===== src/hdlcr_pkg.sv =====
// Shared types and constants for the HDLC frame receiver.
package hdlcr_pkg;

    localparam logic [7:0] FLAG_BYTE  = 8'h7e;
    localparam logic [7:0] ESC_BYTE   = 8'h7d;
    localparam logic [7:0] ESC_XOR    = 8'h20;
    localparam int         ADDR_SHIFT = 4;
    localparam int         ADDR_W     = 4;

    // Queue between front and back
    localparam int QUEUE_DEPTH = 4;
    localparam int QPTR_W      = 2;
    localparam int QCNT_W      = 3;

    // One operation handed from the front to the back
    typedef struct packed {
        logic       close;     // 1: closing flag, 0: decoded byte
        logic       dangling;  // close with an escape left open
        logic       ovr;       // frame passed the raw length limit
        logic [7:0] data;      // decoded byte (push only)
    } t_op;

    // One result item
    typedef struct packed {
        logic [7:0] data;
        logic       last;
        logic       ovr;
    } t_res;

endpackage


===== src/hdlcr_front.sv =====
// Front: flag hunt, escape decoding and raw length counting.
module hdlcr_front
    import hdlcr_pkg::*;
#(
    parameter int MAX_RAW = 256
) (
    input  logic       i_clk,
    input  logic       i_rst_n,
    input  logic       i_valid,
    output logic       o_ready,
    input  logic [7:0] i_byte,
    input  logic       i_q_ready,
    output logic       o_op_we,
    output t_op        o_op
);
    localparam int CNT_W = $clog2(MAX_RAW + 1);

    logic             r_in_sync, n_in_sync;
    logic             r_esc, n_esc;
    logic             r_ovr, n_ovr;
    logic [CNT_W-1:0] r_cnt, n_cnt;

    logic accept;
    logic is_flag;
    logic is_esc;

    assign o_ready = i_q_ready;
    assign accept  = i_valid & i_q_ready;
    assign is_flag = (i_byte == FLAG_BYTE);
    assign is_esc  = (i_byte == ESC_BYTE);

    // Classify the byte and form the operation
    always_comb begin
        n_in_sync   = r_in_sync;
        n_esc       = r_esc;
        n_ovr       = r_ovr;
        n_cnt       = r_cnt;
        o_op_we     = 1'b0;
        o_op.close    = 1'b0;
        o_op.dangling = r_esc;
        o_op.ovr      = r_ovr;
        o_op.data     = i_byte;
        if (accept) begin
            if (is_flag) begin
                o_op_we    = r_in_sync && (r_cnt != '0);
                o_op.close = 1'b1;
                n_in_sync  = 1'b1;
                n_esc      = 1'b0;
                n_ovr      = 1'b0;
                n_cnt      = '0;
            end else if (r_in_sync) begin
                if (r_cnt == CNT_W'(MAX_RAW)) begin
                    n_ovr = 1'b1;
                end else begin
                    n_cnt = r_cnt + 1'b1;
                    if (r_esc) begin
                        n_esc     = 1'b0;
                        o_op_we   = 1'b1;
                        o_op.data = i_byte ^ ESC_XOR;
                    end else if (is_esc) begin
                        n_esc = 1'b1;
                    end else begin
                        o_op_we = 1'b1;
                    end
                end
            end
        end
    end

    always_ff @(posedge i_clk) begin
        if (!i_rst_n) begin
            r_in_sync <= 1'b0;
            r_esc     <= 1'b0;
            r_ovr     <= 1'b0;
            r_cnt     <= '0;
        end else begin
            r_in_sync <= n_in_sync;
            r_esc     <= n_esc;
            r_ovr     <= n_ovr;
            r_cnt     <= n_cnt;
        end
    end

endmodule


===== src/hdlcr_queue.sv =====
// Short operation queue between front and back.
module hdlcr_queue
    import hdlcr_pkg::*;
(
    input  logic              i_clk,
    input  logic              i_rst_n,
    input  logic              i_we,
    input  t_op               i_op,
    output logic              o_not_full,
    input  logic              i_re,
    output logic              o_not_empty,
    output t_op               o_op,
    output logic [QCNT_W-1:0] o_count
);
    t_op               r_mem [QUEUE_DEPTH];
    logic [QPTR_W-1:0] r_wptr, r_rptr;
    logic [QCNT_W-1:0] r_cnt;
    logic              do_wr, do_rd;

    assign o_not_full  = (r_cnt != QCNT_W'(QUEUE_DEPTH));
    assign o_not_empty = (r_cnt != '0);
    assign o_op        = r_mem[r_rptr];
    assign o_count     = r_cnt;
    assign do_wr       = i_we & o_not_full;
    assign do_rd       = i_re & o_not_empty;

    // Storage, no reset needed
    always_ff @(posedge i_clk) begin
        if (do_wr) begin
            r_mem[r_wptr] <= i_op;
        end
    end

    // Pointers and fill count
    always_ff @(posedge i_clk) begin
        if (!i_rst_n) begin
            r_wptr <= '0;
            r_rptr <= '0;
            r_cnt  <= '0;
        end else begin
            if (do_wr) r_wptr <= r_wptr + 1'b1;
            if (do_rd) r_rptr <= r_rptr + 1'b1;
            case ({do_wr, do_rd})
                2'b10:   r_cnt <= r_cnt + 1'b1;
                2'b01:   r_cnt <= r_cnt - 1'b1;
                default: r_cnt <= r_cnt;
            endcase
        end
    end

endmodule


===== src/hdlcr_back.sv =====
// Back: one-byte delay line, address filter and output register.
module hdlcr_back
    import hdlcr_pkg::*;
(
    input  logic              i_clk,
    input  logic              i_rst_n,
    input  logic [ADDR_W-1:0] i_own_addr,
    input  logic              i_op_valid,
    input  t_op               i_op,
    output logic              o_op_pop,
    output logic              o_phase,
    output logic              o_valid,
    input  logic              i_ready,
    output t_res              o_res
);
    logic       r_held_valid, n_held_valid;
    logic [7:0] r_held, n_held;
    logic       r_own, n_own;
    logic       r_phase, n_phase;
    logic       r_out_valid, n_out_valid;
    t_res       r_out, n_out;

    logic       step;
    logic       do_push;
    logic [7:0] push_byte;

    assign step    = i_op_valid & (~r_out_valid | i_ready);
    // A dangling escape first enters the delay line as a literal byte
    assign do_push   = ~i_op.close | (i_op.dangling & ~r_phase);
    assign push_byte = i_op.close ? ESC_BYTE : i_op.data;
    assign o_op_pop  = step & ~(i_op.close & i_op.dangling & ~r_phase);
    assign o_phase   = r_phase;
    assign o_valid   = r_out_valid;
    assign o_res     = r_out;

    // Carry out the head operation
    always_comb begin
        n_held_valid = r_held_valid;
        n_held       = r_held;
        n_own        = r_own;
        n_phase      = r_phase;
        n_out_valid  = r_out_valid & ~i_ready;
        n_out        = r_out;
        if (step) begin
            if (do_push) begin
                if (r_held_valid) begin
                    if (!r_own) begin
                        n_out_valid = 1'b1;
                        n_out       = '{data: r_held, last: 1'b0, ovr: 1'b0};
                    end
                end else begin
                    n_own = (push_byte[7:ADDR_SHIFT] == i_own_addr);
                end
                n_held       = push_byte;
                n_held_valid = 1'b1;
                n_phase      = i_op.close;
            end else begin
                if (r_held_valid && !r_own) begin
                    n_out_valid = 1'b1;
                    n_out       = '{data: r_held, last: 1'b1, ovr: i_op.ovr};
                end
                n_held_valid = 1'b0;
                n_own        = 1'b0;
                n_phase      = 1'b0;
            end
        end
    end

    always_ff @(posedge i_clk) begin
        if (!i_rst_n) begin
            r_held_valid <= 1'b0;
            r_own        <= 1'b0;
            r_phase      <= 1'b0;
            r_out_valid  <= 1'b0;
        end else begin
            r_held_valid <= n_held_valid;
            r_own        <= n_own;
            r_phase      <= n_phase;
            r_out_valid  <= n_out_valid;
        end
    end

    always_ff @(posedge i_clk) begin
        r_held <= n_held;
        r_out  <= n_out;
    end

endmodule


===== src/hdlc_frame_receiver.sv =====
// HDLC frame receiver top level: front, operation queue and back.
// Path: a decoded byte passes the operation queue, is held in the one-byte
// delay line and moves to the output register with the next byte or flag of its frame.
// Throughput: one line byte per cycle while the operation queue has room;
// a dangling close needs an extra back phase, absorbed by the four-entry queue.
// Reset: i_rst_n synchronous active low; clears sync, queue, delay line,
// output valid and own address.
module hdlc_frame_receiver
    import hdlcr_pkg::*;
#(
    parameter int MAX_RAW = 256
) (
    input  logic              i_clk,
    input  logic              i_rst_n,
    input  logic              i_s_tvalid,
    output logic              o_s_tready,
    input  logic [7:0]        i_s_tdata,   // [7:0] line_byte
    output logic              o_m_tvalid,
    input  logic              i_m_tready,
    output logic [7:0]        o_m_tdata,   // [7:0] frame_byte
    output logic              o_m_tlast,   // end_of_frame
    output logic              o_m_tuser,   // [0] overrun
    input  logic              i_cfg_we,
    input  logic [ADDR_W-1:0] i_cfg_wdata  // [3:0] own_address
);
    logic [ADDR_W-1:0] r_own_addr;
    logic              op_we, q_not_full, q_not_empty, op_pop, phase;
    t_op               op_in, op_head;
    t_res              res;
    logic [QCNT_W-1:0] q_count;

    // Own address register
    always_ff @(posedge i_clk) begin
        if (!i_rst_n) begin
            r_own_addr <= '0;
        end else if (i_cfg_we) begin
            r_own_addr <= i_cfg_wdata;
        end
    end

    hdlcr_front #(.MAX_RAW(MAX_RAW)) u_front (
        .i_clk     (i_clk),
        .i_rst_n   (i_rst_n),
        .i_valid   (i_s_tvalid),
        .o_ready   (o_s_tready),
        .i_byte    (i_s_tdata),
        .i_q_ready (q_not_full),
        .o_op_we   (op_we),
        .o_op      (op_in)
    );

    hdlcr_queue u_queue (
        .i_clk       (i_clk),
        .i_rst_n     (i_rst_n),
        .i_we        (op_we),
        .i_op        (op_in),
        .o_not_full  (q_not_full),
        .i_re        (op_pop),
        .o_not_empty (q_not_empty),
        .o_op        (op_head),
        .o_count     (q_count)
    );

    hdlcr_back u_back (
        .i_clk      (i_clk),
        .i_rst_n    (i_rst_n),
        .i_own_addr (r_own_addr),
        .i_op_valid (q_not_empty),
        .i_op       (op_head),
        .o_op_pop   (op_pop),
        .o_phase    (phase),
        .o_valid    (o_m_tvalid),
        .i_ready    (i_m_tready),
        .o_res      (res)
    );

    assign o_m_tdata = res.data;
    assign o_m_tlast = res.last;
    assign o_m_tuser = res.ovr;

    // Queue fill never passes its depth
    a_queue_bound: assert property (@(posedge i_clk) disable iff (!i_rst_n)
        q_count <= QCNT_W'(QUEUE_DEPTH))
        else $error("operation queue overfilled");

    // Overrun is only reported on the last byte
    a_ovr_last: assert property (@(posedge i_clk) disable iff (!i_rst_n)
        o_m_tvalid && o_m_tuser |-> o_m_tlast)
        else $error("overrun on a non-last byte");

    // Input is refused only when the queue is full
    a_ready_full: assert property (@(posedge i_clk) disable iff (!i_rst_n)
        !o_s_tready |-> q_count == QCNT_W'(QUEUE_DEPTH))
        else $error("input stalled with queue space");

    // Second half of a dangling close keeps its operation at the queue head
    a_phase_head: assert property (@(posedge i_clk) disable iff (!i_rst_n)
        phase |-> q_not_empty && op_head.close && op_head.dangling)
        else $error("dangling close lost from queue head");

endmodule


===== config.mk =====
export PLATFORM = sky130hd
export DESIGN_NAME = hdlc_frame_receiver
export DESIGN_NICKNAME = d
export VERILOG_FILES = /design/src/hdlcr_pkg.sv /design/src/hdlcr_front.sv /design/src/hdlcr_queue.sv /design/src/hdlcr_back.sv /design/src/hdlc_frame_receiver.sv
export SDC_FILE = /design/constraint.sdc
export NUM_CORES = 1
export LEC_CHECK = 0
export ABC_AREA = 1
export BUFFER_PORTS_ARGS = -buffer_cell sky130_fd_sc_hd__buf_2
export CAP_MARGIN = 20
export CORE_MARGIN = 1
export CORE_UTILIZATION = 59
export DETAILED_ROUTE_END_ITERATION = 8
export PLACE_DENSITY_LB_ADDON = 0.08
export SLEW_MARGIN = 20
export SYNTH_ARGS = -nofsm -noshare
export SYNTH_HDL_FRONTEND = slang
export SYNTH_SLANG_ARGS = --single-unit

===== constraint.sdc =====
create_clock -name i_clk -period 2.6 [get_ports i_clk]
set_input_delay 0.13 -clock i_clk [delete_from_list [all_inputs] [get_ports i_clk]]
set_output_delay 0.13 -clock i_clk [all_outputs]
set_load 0.005 [all_outputs]

==> out/metrics.csv, run 1 <==
stage;metric;value;unit
place;Routability Congestion;0.851;
layout;n_diodes;0;
synthesis;Synth async-reset ratio;0;%
critical_path;data arrival time at the worst-slack endpoint;2.63;ns
grt;via count of the first global-routing pass;2482;
sta;Pins Over Slew Limit;0;
sta;worst slew margin relative to its limit;70.8;%
clocking;clock root buffer master;sky130_fd_sc_hd__clkbuf_8;
synthesis;most area-hungry cell type in the Yosys netlist;sky130_fd_sc_hd__edfxtp_1;
synthesis;number of flip-flops and latches in the synthesized netlist;91;
sta;maximum frequency from static timing analysis;418;MHz
layout;number of nets in the final layout;447;
critical_path;data required time of the critical path;2.84;ns
grt;final global-route overflow total;0;
critical_path;category of the worst setup path capture point;flop;
critical_path;worst flop-to-flop path startpoint;u_front.r_cnt[0];
status;run status;completed;
route;count of vias placed by the detailed router;2675;
floorplanning;horizontal extent of the die;83.4;um
synthesis;synthesized netlist net count;403;
floorplanning;total core area;6390;sq um
synthesis;Warnings, synthesis;0;
floorplanning;effective utilization at floorplan;61.2;%
clocking;buffers from clock root to sink, at most;2;
sta;count of endpoints failing hold in the final timing report;0;
power_and_ir_drop;leak pwr;0.00170;uW
synthesis;Cell variety after synth;38;
synthesis;most numerous cell in the Yosys netlist;sky130_fd_sc_hd__nand2_1;
floorplanning;total I/O pin count;29;
power_and_ir_drop;pwr/cell area;840;nW/um^2
route;detailed-router iteration count before antenna repair;4;
clocking;clock tree from TritonCTS;yes;
worst_hold_path;critical hold path startpoint;i_s_tdata[7];
floorplanning;count of standard-cell rows;29;
route;DRC viols;0;
critical_path;Worst R2R Setup Slack;0.21;ns
critical_path;type of the worst setup path;reg2reg;
place;area after detailed placement;4170;sq um
floorplanning;Die Area;6960;sq um
worst_hold_path;Cells on Worst Hold Path;1;
place;Place WS;0.168;ns
place;PortBufs;28;
route;First DRT Iteration DRCs;149;
critical_path;Critical Path Fanout Max;3;
layout;number of fill cells in the layout;502;
synthesis;main area contributors after synthesis;sky130_fd_sc_hd__edfxtp_1 48%, sky130_fd_sc_hd__dfxtp_1 15%, sky130_fd_sc_hd__nand2_1 6.6%, sky130_fd_sc_hd__nor2_1 4.4%, sky130_fd_sc_hd__inv_1 4.1%;
clocking;clk slew on worst S/H paths;0.08;ns
sta;worst clock skew;0.00762;ns
layout;fraction of final layout cells with drive strength greater than 1;20.4;%
clocking;CTS H-tree lvls;3;
sta;accumulated negative setup slack;0;ns
sta;post-layout min period;2.39;ns
place;Post-DP HPWL;4960;um
route;routed len/inst;14.1;um
synthesis;most used standard cells in the synthesized netlist;69 x sky130_fd_sc_hd__nand2_1, 62 x sky130_fd_sc_hd__edfxtp_1, 46 x sky130_fd_sc_hd__nor2_1;
synthesis;Synth Flop Type;sky130_fd_sc_hd__edfxtp_1;
critical_path;reg2reg path depth;14;
synthesis;number of enable-type register cells in the synthesized netlist;62;
clocking;CTS Buf Count;9;
synthesis;Syn Inst Count;378;
sta;post-route clock period utilization;92.0;%
worst_hold_path;terminating pin of the worst hold path;u_queue.r_mem[0][7];
synthesis;Synth Area per Inst;10.3;sq um
grt;wire length of the first global-routing pass;11500;um
synthesis;synthesized cell area;3910;sq um
clocking;clock insertion delay at the later pin of the skew report;0.35;ns
layout;growth of design area from synthesis to finish;11.6;%
route;routed wire length;7120;um
sta;worst-case setup margin in the final layout;0.207;ns
sta;Hold Slack;0.0183;ns
synthesis;share of synthesized area occupied by flip-flops and latches;62.5;%
sta;slew at the pin closest to its max-slew limit;0.436;ns
power_and_ir_drop;total power;3670;uW
grt;number of antenna violations at the first check in global routing;0;
sta;setup violation total in the final timing report;0;
worst_hold_path;Tightest Hold Check Type;in2reg;
clocking;CTS Sinks;91;
grt;All-Layer GR Usage;22.0;%
synthesis;top-area cell type share of the netlist area;47.6;%
layout;design area;4360;sq um
critical_path;endpoint of the most critical register-to-register path;u_queue.o_count[2];
critical_path;startpoint class of the critical path;flop;
sta;unrepaired setup endpoints after global routing;false;
route;detailed-route vias per instance;5.31;
floorplanning;height of the chip;83.4;um
flow_run;number of max-cap violations;0;
power_and_ir_drop;Peak VDD IR;0.618;mV
grt;largest net degree at the start of global routing;15;
route;number of routed nets with antenna violations;0;
layout make-up:
type                       instances  area, sq um  area share, %
clock buffer                      10          128           2.92
inverter                          49          186           4.27
timing repair buffer              43          258           5.91
clock inverter                     6         32.5          0.745
multi-input combinational        228         1220           28.0
tap                               77         96.3           2.21
sequential                        91         2440           56.0
state kept, by name, summed over array words and instances (netlist names), named ones only:
signal	flops
u_back.r_held_valid	1
u_front.r_cnt	9
u_front.r_ovr	1
u_queue.r_rptr	2
u_back.r_own	1
u_queue.r_mem	44
u_back.o_valid	1
u_back.o_res	10
u_back.o_phase	1
u_front.r_in_sync	1
u_front.r_esc	1
u_queue.r_wptr	2
r_own_addr	4
u_back.r_held	8
u_queue.o_count	3
layer usage:
layer,vias up,part of all wire [%],global-route usage [%]
li1,1342,-,-
met1,1277,47,28.4
met2,48,49,36.3
met3,8,3.1,5.57
met4,0,1.2,7.52
met5,-,0,0
layout by cell type (no fill, tap or decap), types with 2 or more instances in the layout:
cell type                       count
sky130_fd_sc_hd__nand2_2            7
sky130_fd_sc_hd__nand3_1           19
sky130_fd_sc_hd__nor2_2             3
sky130_fd_sc_hd__a21oi_1           19
sky130_fd_sc_hd__inv_1             43
sky130_fd_sc_hd__inv_2              5
sky130_fd_sc_hd__nand2_1           69
sky130_fd_sc_hd__nor2_4             3
sky130_fd_sc_hd__xor2_1             3
sky130_fd_sc_hd__edfxtp_1          62
sky130_fd_sc_hd__buf_4             13
sky130_fd_sc_hd__dfxtp_1           28
sky130_fd_sc_hd__nand3_2            4
sky130_fd_sc_hd__o221ai_1           3
sky130_fd_sc_hd__ha_1               7
sky130_fd_sc_hd__clkbuf_8           9
sky130_fd_sc_hd__buf_2             28
sky130_fd_sc_hd__nand4_2            3
sky130_fd_sc_hd__clkinv_1           3
sky130_fd_sc_hd__nor2_1            45
sky130_fd_sc_hd__a21oi_2            2
sky130_fd_sc_hd__o21ai_0           24
sky130_fd_sc_hd__dlygate4sd3_1      2
sky130_fd_sc_hd__nor3_1             3
timing repair:
item / 4_1_cts / 5_1_grt
hold buffers: 1 / 1
resized for setup: 0 / 2
endpoints found under the hold margin: 2 / 4
endpoints found under the setup margin: 0 / 1
setup buffers: 0 / 1
where the power goes:
part	internal [uW]	total (uW)	switching, uW	leakage (uW)
registers	1790	1860	74.4	0.000806
logic	339	1000	665	0.000816
clock network	338	800	462	0.0000788
total	2470	3670	1200	0.00170
worst max-delay path, cell delays in order (launching register included):
cell                      delay (ns)
sky130_fd_sc_hd__dfxtp_1        0.33
sky130_fd_sc_hd__inv_1          0.10
sky130_fd_sc_hd__ha_1           0.14
sky130_fd_sc_hd__nor3b_2        0.22
sky130_fd_sc_hd__nand4_2        0.14
sky130_fd_sc_hd__nor2_2         0.15
sky130_fd_sc_hd__nor2_2         0.06
sky130_fd_sc_hd__nand3_2        0.08
sky130_fd_sc_hd__ha_1           0.14
sky130_fd_sc_hd__inv_1          0.06
sky130_fd_sc_hd__fa_1           0.37
sky130_fd_sc_hd__a21oi_1        0.14
sky130_fd_sc_hd__o21ai_0        0.11
sky130_fd_sc_hd__o21ai_0        0.17
sky130_fd_sc_hd__a21oi_1        0.06
per-stage QoR:
step	util [%]	std cells
detailed placement	65.3	485
floorplan	-	378
global placement	65.3	485
CTS	68.0	502
global route	68.3	504
finish	68.3	504
logic make-up after synthesis:
| logic type | count (synthesis) | share of synthesized area (%) |
|---|---|---|
| xor+xnor | 3 | 0.672 |
| compound gates | 56 | 8.13 |
| flops | 91 | 62.5 |
| buf+inv | 59 | 6.40 |
| simple gates | 161 | 19.6 |
| fa+ha+maj | 8 | 2.75 |
worst max path at each step:
| stage | from | endpoint | depth (start not counted) |
|---|---|---|---|
| finish | u_front.r_cnt[0] | u_queue.o_count[2] | 14 |
| global route | u_front.r_cnt[0] | u_queue.o_count[2] | 14 |
| CTS | u_front.r_cnt[0] | u_queue.o_count[2] | 14 |
| detailed placement | u_front.r_cnt[0] | u_queue.o_count[2] | 14 |
| global placement | u_front.r_cnt[0] | u_queue.o_count[2] | 14 |
| floorplan | u_front.r_cnt[0] | u_queue.o_count[2] | 14 |
Note: power is estimated with default switching activity, not from simulation.
==> run 2, diff against run 1 <==
BUFFER_PORTS_ARGS = -buffer_cell sky130_fd_sc_hd__buf_4   (was -buffer_cell sky130_fd_sc_hd__buf_2)
==> out/metrics.csv, run 2 (same netlist as run 1, synthesis figures left out) <==
stage;metric;value;unit;change
grt;wire length of the first global-routing pass;11500;um;about the same
grt;GRT busiest layer;met2;;unchanged
layout;number of flip-flops in the largest register;44;;unchanged
floorplanning;count of standard-cell rows;29;;unchanged
floorplanning;total core area;6390;sq um;unchanged
sta;count of endpoints failing hold in the final timing report;0;;unchanged
grt;number of antenna violations at the first check in global routing;0;;unchanged
route;detailed-route vias per instance;5.16;;was 5.31
worst_hold_path;Tightest Hold Check Type;in2reg;;unchanged
floorplanning;horizontal extent of the die;83.4;um;unchanged
sta;worst clock skew;0.00536;ns;was 0.00762 ns
route;routed wire length;7030;um;was 7120 um
sta;Pins Over Slew Limit;0;;unchanged
sta;unrepaired setup endpoints after global routing;false;;unchanged
route;count of vias placed by the detailed router;2623;;was 2675
grt;largest net degree at the start of global routing;17;;was 15
power_and_ir_drop;sequential cell fraction of total power;48.1;%;was 50.8%
layout;Core Util, Final;70.7;%;was 68.3%
grt;met2 routing resource usage after global routing;34.1;%;was 36.3%
power_and_ir_drop;reported net switching power;1260;uW;was 1200 uW
flow_run;number of max-cap violations;0;;unchanged
floorplanning;total I/O pin count;29;;unchanged
grt;grt met1 use;29.4;%;was 28.4%
layout;final cell count without fillers;508;;was 504
route;detailed-router iteration count before antenna repair;4;;unchanged
critical_path;startpoint class of the critical path;flop;;unchanged
critical_path;category of the worst setup path capture point;flop;;unchanged
power_and_ir_drop;leak pwr;0.00176;uW;was 0.00170 uW
sta;slew at the pin closest to its max-slew limit;0.452;ns;was 0.436 ns
status;run status;completed;;unchanged
place;PortBufs;28;;unchanged
sta;setup violation total in the final timing report;0;;unchanged
sta;accumulated negative setup slack;0;ns;unchanged
clocking;clock insertion delay at the later pin of the skew report;0.36;ns;was 0.35 ns
layout;growth of design area from synthesis to finish;15.4;%;was 11.6%
route;number of routed nets with antenna violations;0;;unchanged
sta;worst slew margin relative to its limit;69.7;%;was 70.8%
floorplanning;height of the chip;83.4;um;unchanged
layout;commonest non-fill, non-tap cell in the layout;sky130_fd_sc_hd__nand2_1;;unchanged
power_and_ir_drop;Peak VDD IR;0.553;mV;was 0.618 mV
power_and_ir_drop;pwr/cell area;858;nW/um^2;was 840 nW/um^2
power_and_ir_drop;fraction of power spent switching nets;32.5;%;was 32.7%
layout;commonest non-fill, non-tap cells in the layout;69 x sky130_fd_sc_hd__nand2_1, 62 x sky130_fd_sc_hd__edfxtp_1, 45 x sky130_fd_sc_hd__nor2_1, 43 x sky130_fd_sc_hd__inv_1, 40 x sky130_fd_sc_hd__buf_4;;was 69 x sky130_fd_sc_hd__nand2_1, 62 x sky130_fd_sc_hd__edfxtp_1, 45 x sky130_fd_sc_hd__nor2_1, 43 x sky130_fd_sc_hd__inv_1
clocking;CTS H-tree lvls;3;;unchanged
layout;most flop-heavy register;u_queue.r_mem;;unchanged
place;placed instance count;484;;was 485
clocking;CTS Sinks;91;;unchanged
sta;post-layout min period;2.35;ns;was 2.39 ns
grt;via count of the first global-routing pass;2435;;was 2482
critical_path;type of the worst setup path;reg2reg;;unchanged
critical_path;Critical Path Fanout Max;12;;was 3
grt;GR met3 Demand/Resource;6.36;%;was 5.57%
floorplanning;effective utilization at floorplan;61.2;%;unchanged
worst_hold_path;critical hold path startpoint;i_cfg_wdata[3];;was i_s_tdata[7]
route;First DRT Iteration DRCs;149;;unchanged
power_and_ir_drop;combinational power share;27.0;%;was 27.4%
power_and_ir_drop;clock power share;24.9;%;was 21.8%
power_and_ir_drop;cell-internal power;2610;uW;was 2470 uW
clocking;CTS Buf Count;9;;unchanged
sta;maximum frequency from static timing analysis;426;MHz;was 418 MHz
place;Routability Congestion;0.843;;was 0.851
clocking;clk slew on worst S/H paths;0.09;ns;was 0.08 ns
critical_path;data required time of the critical path;2.85;ns;was 2.84 ns
grt;All-Layer GR Usage;21.8;%;was 22.0%
clocking;clock root buffer master;sky130_fd_sc_hd__clkbuf_8;;unchanged
route;DRC viols;0;;unchanged
place;Post-DP HPWL;4800;um;was 4960 um
layout;fraction of final layout cells with drive strength greater than 1;20.4;%;about the same
clocking;clock tree from TritonCTS;yes;;unchanged
layout;number of nets in the final layout;451;;was 447
grt;final global-route overflow total;0;;unchanged
route;routed len/inst;13.8;um;was 14.1 um
clocking;buffers from clock root to sink, at most;2;;unchanged
critical_path;data arrival time at the worst-slack endpoint;2.60;ns;was 2.63 ns
sta;post-route clock period utilization;90.3;%;was 92.0%
layout;n_diodes;0;;unchanged
floorplanning;Die Area;6960;sq um;unchanged
-- run 2: cell count changes in the layout (fill, tap and decap cells not counted) --
cell                            delta
sky130_fd_sc_hd__clkbuf_1          -1
sky130_fd_sc_hd__buf_4            +27
sky130_fd_sc_hd__bufinv_16         +1
sky130_fd_sc_hd__clkinv_1          -2
sky130_fd_sc_hd__dfxtp_1           +1
sky130_fd_sc_hd__buf_2            -28
sky130_fd_sc_hd__clkinvlp_4        -1
sky130_fd_sc_hd__dfxtp_2           -1
sky130_fd_sc_hd__dlygate4sd3_1     +5
sky130_fd_sc_hd__inv_6             +3
-- run 2: power groups by stage --
stage	registers [uW]	clock network (uW)	logic [uW]
2_1_floorplan	1880	0	746
3_3_place_gp	1890	0	1000
3_5_place_dp	1900	0	1030
4_1_cts	1870	984	1050
5_1_grt	1880	1050	1190
6_report	1860	964	1050
-- run 2: what timing repair did --
action                                  4_1_cts  5_1_grt
endpoints found under the hold margin        28        0
buffers inserted                              0        1
endpoints found under the setup margin        0        1
hold buffers                                  7        0
resized for setup                             0        1
-- run 2: final timing paths --
kind | to | slack (ns) | cells past startpoint
setup / recovery | u_queue.o_count[2] | 0.25 | 13
hold / removal | r_own_addr[3] | 0.06 | 3
hold reg to reg | u_back.o_res[9] | 0.42 | 0
setup reg to reg | u_queue.o_count[2] | 0.25 | 13
-- run 2: cell type report --
type,instances,area [sq um]
clock buffer,9,124
clock inverter,7,73.8
fill,477,1870
inverter,49,186
multi-input combinational,228,1220
sequential,91,2440
tap,77,96.3
timing repair buffer,47,370
-- run 2: worst max-delay path, cell delays in order (launching register included) --
cell and delay [ns]:
sky130_fd_sc_hd__dfxtp_1 0.59, sky130_fd_sc_hd__inv_1 0.14, sky130_fd_sc_hd__nand3_1 0.10, sky130_fd_sc_hd__nand2_1 0.07, sky130_fd_sc_hd__nand3_1 0.09, sky130_fd_sc_hd__nand2_2 0.07, sky130_fd_sc_hd__inv_1 0.13, sky130_fd_sc_hd__ha_1 0.16
sky130_fd_sc_hd__inv_1 0.06, sky130_fd_sc_hd__fa_1 0.37, sky130_fd_sc_hd__a21oi_1 0.13, sky130_fd_sc_hd__o21ai_0 0.11, sky130_fd_sc_hd__o21ai_0 0.15, sky130_fd_sc_hd__a21oi_1 0.05
-- run 2: layer usage --
metal,up-vias,share of wire [%]
met3,6,6.6
met4,0,0.67
li1,1349,-
met5,-,0
met2,77,47
met1,1191,45
-- run 2: per-stage QoR --
| stage | setup slack, ns | cell area [sq um] | total power, uW | hold slack, ns |
|---|---|---|---|---|
| floorplan | 0.320 | 3910 | 2620 | 0.229 |
| global placement | 0.293 | 4240 | 2890 | 0.343 |
| CTS | 0.185 | 4500 | 3900 | 0.0418 |
| detailed placement | 0.205 | 4240 | 2930 | 0.347 |
| finish | 0.253 | 4510 | 3870 | 0.0591 |
| global route | 0.0307 | 4510 | 4120 | 0.0689 |
==> run 3, diff against run 2 <==
PLACE_DENSITY = 0.78   (was not set)
PLACE_DENSITY_LB_ADDON = not set   (was 0.08)
==> out/metrics.csv, run 3 (same netlist as run 1, synthesis figures left out) <==
stage;metric;value;unit;change
critical_path;data required time of the critical path;2.83;ns;was 2.85 ns
critical_path;type of the worst setup path;reg2reg;;unchanged
grt;number of antenna violations at the first check in global routing;0;;unchanged
route;number of routed nets with antenna violations;0;;unchanged
grt;via count of the first global-routing pass;2608;;was 2435
worst_hold_path;Cells on Worst Hold Path;1;;was 3
layout;growth of design area from synthesis to finish;15.8;%;was 15.4%
power_and_ir_drop;reported net switching power;1200;uW;was 1260 uW
critical_path;stages on the worst setup path;14;;was 13
power_and_ir_drop;fraction of power spent switching nets;31.0;%;was 32.5%
floorplanning;total I/O pin count;29;;unchanged
floorplanning;total core area;6390;sq um;unchanged
power_and_ir_drop;Peak VDD IR;0.571;mV;was 0.553 mV
sta;post-route clock period utilization;92.5;%;was 90.3%
critical_path;endpoint of the most critical register-to-register path;u_queue.o_count[2];;unchanged
floorplanning;effective utilization at floorplan;61.2;%;unchanged
layout;most flop-heavy register;u_queue.r_mem;;unchanged
critical_path;slowest stage delay, CP;0.38;ns;was 0.59 ns
sta;worst clock skew;0.0105;ns;was 0.00536 ns
critical_path;number of buffer and inverter instances along the worst setup path;2;;was 3
layout;number of nets in the final layout;451;;unchanged
clocking;buffers from clock root to sink, at most;2;;unchanged
floorplanning;count of standard-cell rows;29;;unchanged
layout;commonest non-fill, non-tap cells in the layout;69 x sky130_fd_sc_hd__nand2_1, 62 x sky130_fd_sc_hd__edfxtp_1, 45 x sky130_fd_sc_hd__nor2_1, 42 x sky130_fd_sc_hd__inv_1, 41 x sky130_fd_sc_hd__buf_4;;was 69 x sky130_fd_sc_hd__nand2_1, 62 x sky130_fd_sc_hd__edfxtp_1, 45 x sky130_fd_sc_hd__nor2_1, 43 x sky130_fd_sc_hd__inv_1, 40 x sky130_fd_sc_hd__buf_4
layout;number of flip-flops in the largest register;44;;unchanged
critical_path;data arrival time at the worst-slack endpoint;2.63;ns;was 2.60 ns
sta;Hold Slack;0.0211;ns;was 0.0591 ns
grt;largest net degree at the start of global routing;19;;was 17
floorplanning;Die Area;6960;sq um;unchanged
layout;commonest non-fill, non-tap cell in the layout;sky130_fd_sc_hd__nand2_1;;unchanged
power_and_ir_drop;sequential cell fraction of total power;48.1;%;about the same
clocking;clock insertion delay at the later pin of the skew report;0.35;ns;was 0.36 ns
route;count of vias placed by the detailed router;2667;;was 2623
critical_path;worst flop-to-flop path startpoint;u_front.r_cnt[0];;
grt;final global-route overflow total;0;;unchanged
route;DRC viols;0;;unchanged
route;First DRT Iteration DRCs;143;;was 149
clocking;clock tree from TritonCTS;yes;;unchanged
power_and_ir_drop;cell-internal power;2690;uW;was 2610 uW
layout;n_diodes;0;;unchanged
critical_path;reg2reg path depth;14;;was 13
critical_path;category of the worst setup path capture point;flop;;unchanged
power_and_ir_drop;combinational power share;26.1;%;was 27.0%
grt;wire length of the first global-routing pass;11900;um;was 11500 um
sta;worst slew margin relative to its limit;71.5;%;was 69.7%
place;Routability Congestion;0.807;;was 0.843
clocking;CTS Sinks;91;;unchanged
clocking;CTS Buf Count;9;;unchanged
route;detailed-router iteration count before antenna repair;4;;unchanged
grt;All-Layer GR Usage;22.3;%;was 21.8%
route;detailed-route vias per instance;5.25;;was 5.16
power_and_ir_drop;pwr/cell area;859;nW/um^2;was 858 nW/um^2
route;routed wire length;7160;um;was 7030 um
critical_path;critical-path cell list;inv_2 > ha_1 > nor3b_4 > nand4_2 > nor2_2 > nor2_2 > nand3_2 > ha_1 > inv_1 > fa_1 > a21oi_1 > o21ai_0 > o21ai_1 > a21oi_1;;was inv_1 > nand3_1 > nand2_1 > nand3_1 > nand2_2 > inv_1 > ha_1 > inv_1 > fa_1 > a21oi_1 > o21ai_0 > o21ai_0 > a21oi_1
route;routed len/inst;14.1;um;was 13.8 um
clocking;clock root buffer master;sky130_fd_sc_hd__clkbuf_8;;unchanged
clocking;CTS H-tree lvls;3;;unchanged
critical_path;slowest stage cell, crit path;sky130_fd_sc_hd__fa_1;;was sky130_fd_sc_hd__dfxtp_1
power_and_ir_drop;clock power share;25.8;%;was 24.9%
critical_path;destination of the critical timing path;u_queue.o_count[2];;unchanged
floorplanning;height of the chip;83.4;um;unchanged
sta;setup violation total in the final timing report;0;;unchanged
power_and_ir_drop;leak pwr;0.00177;uW;was 0.00176 uW
critical_path;Critical Path Fanout Max;3;;was 12
sta;post-layout min period;2.41;ns;was 2.35 ns
clocking;clk slew on worst S/H paths;0.09;ns;about the same
critical_path;startpoint class of the critical path;flop;;unchanged
flow_run;number of max-cap violations;0;;unchanged
critical_path;Worst R2R Setup Slack;0.19;ns;was 0.25 ns
layout;fraction of final layout cells with drive strength greater than 1;20.4;%;unchanged
sta;accumulated negative setup slack;0;ns;unchanged
floorplanning;horizontal extent of the die;83.4;um;unchanged
place;Post-DP HPWL;5040;um;was 4800 um
sta;maximum frequency from static timing analysis;416;MHz;was 426 MHz
sta;slew at the pin closest to its max-slew limit;0.426;ns;was 0.452 ns
worst_hold_path;Tightest Hold Check Type;in2reg;;unchanged
sta;count of endpoints failing hold in the final timing report;0;;unchanged
critical_path;CP Launch Point;u_front.r_cnt[0];;
place;PortBufs;28;;unchanged
status;run status;completed;;unchanged
critical_path;cell class contributing the biggest share of worst-path delay;adder cells;;was flip-flops
sta;Pins Over Slew Limit;0;;unchanged
run 3: stage by stage:
step | setup slack [ns] | area (sq um) | cells | utilization [%] | total power (uW)
finish | 0.195 | 4530 | 508 | 70.9 | 3890
global route | -0.0457 | 4530 | 508 | 70.9 | 4140
CTS | 0.131 | 4500 | 505 | 70.4 | 3910
detailed placement | 0.143 | 4230 | 483 | 66.2 | 2910
global placement | 0.292 | 4230 | 483 | 66.2 | 2860
floorplan | 0.320 | 3910 | 378 | - | 2620
run 3: final cells by class:
type	instances	area [sq um]
flip-flops and latches	91	2440
multi-input cells	228	1230
inverters	49	186
repair buffers	47	368
well taps	77	96.3
fillers	471	1860
clock inverters	6	81.3
clock buffers	10	128
run 3: repair_timing:
action,in CTS,in global routing
setup buffers,0,3
hold buffers,6,0
gates resized for setup,0,4
setup endpoints to repair,0,1
endpoints found under the hold margin,24,0
run 3: worst min-delay path by stage:
stage / start / to / slack, ns
2_1_floorplan: i_s_tdata[0] / u_queue.r_mem[0][0] / 0.23
3_3_place_gp: i_s_tdata[7] / u_queue.r_mem[1][7] / 0.34
3_5_place_dp: i_s_tdata[4] / u_queue.r_mem[1][4] / 0.35
4_1_cts: i_s_tdata[2] / u_queue.r_mem[0][2] / 0.003
5_1_grt: i_s_tdata[2] / u_queue.r_mem[0][2] / 0.0007
6_report: i_s_tdata[2] / u_queue.r_mem[0][2] / 0.02
run 3: power groups by stage:
| stage | Clock [uW] | Combinational, uW | Sequential [uW] |
|---|---|---|---|
| 2_1_floorplan | 0 | 746 | 1880 |
| 3_3_place_gp | 0 | 971 | 1890 |
| 3_5_place_dp | 0 | 1000 | 1900 |
| 4_1_cts | 1020 | 1020 | 1870 |
| 5_1_grt | 1090 | 1160 | 1890 |
| 6_report | 1010 | 1010 | 1870 |
run 3: metal layers:
| layer | vias to the layer above | track usage [%] | wire [um] |
|---|---|---|---|
| li1 | 1354 | - | - |
| met1 | 1232 | 28.9 | 3130 |
| met2 | 68 | 35.6 | 3520 |
| met3 | 13 | 6.56 | 385 |
| met4 | 0 | 8.62 | 123 |
| met5 | - | 0 | 0 |
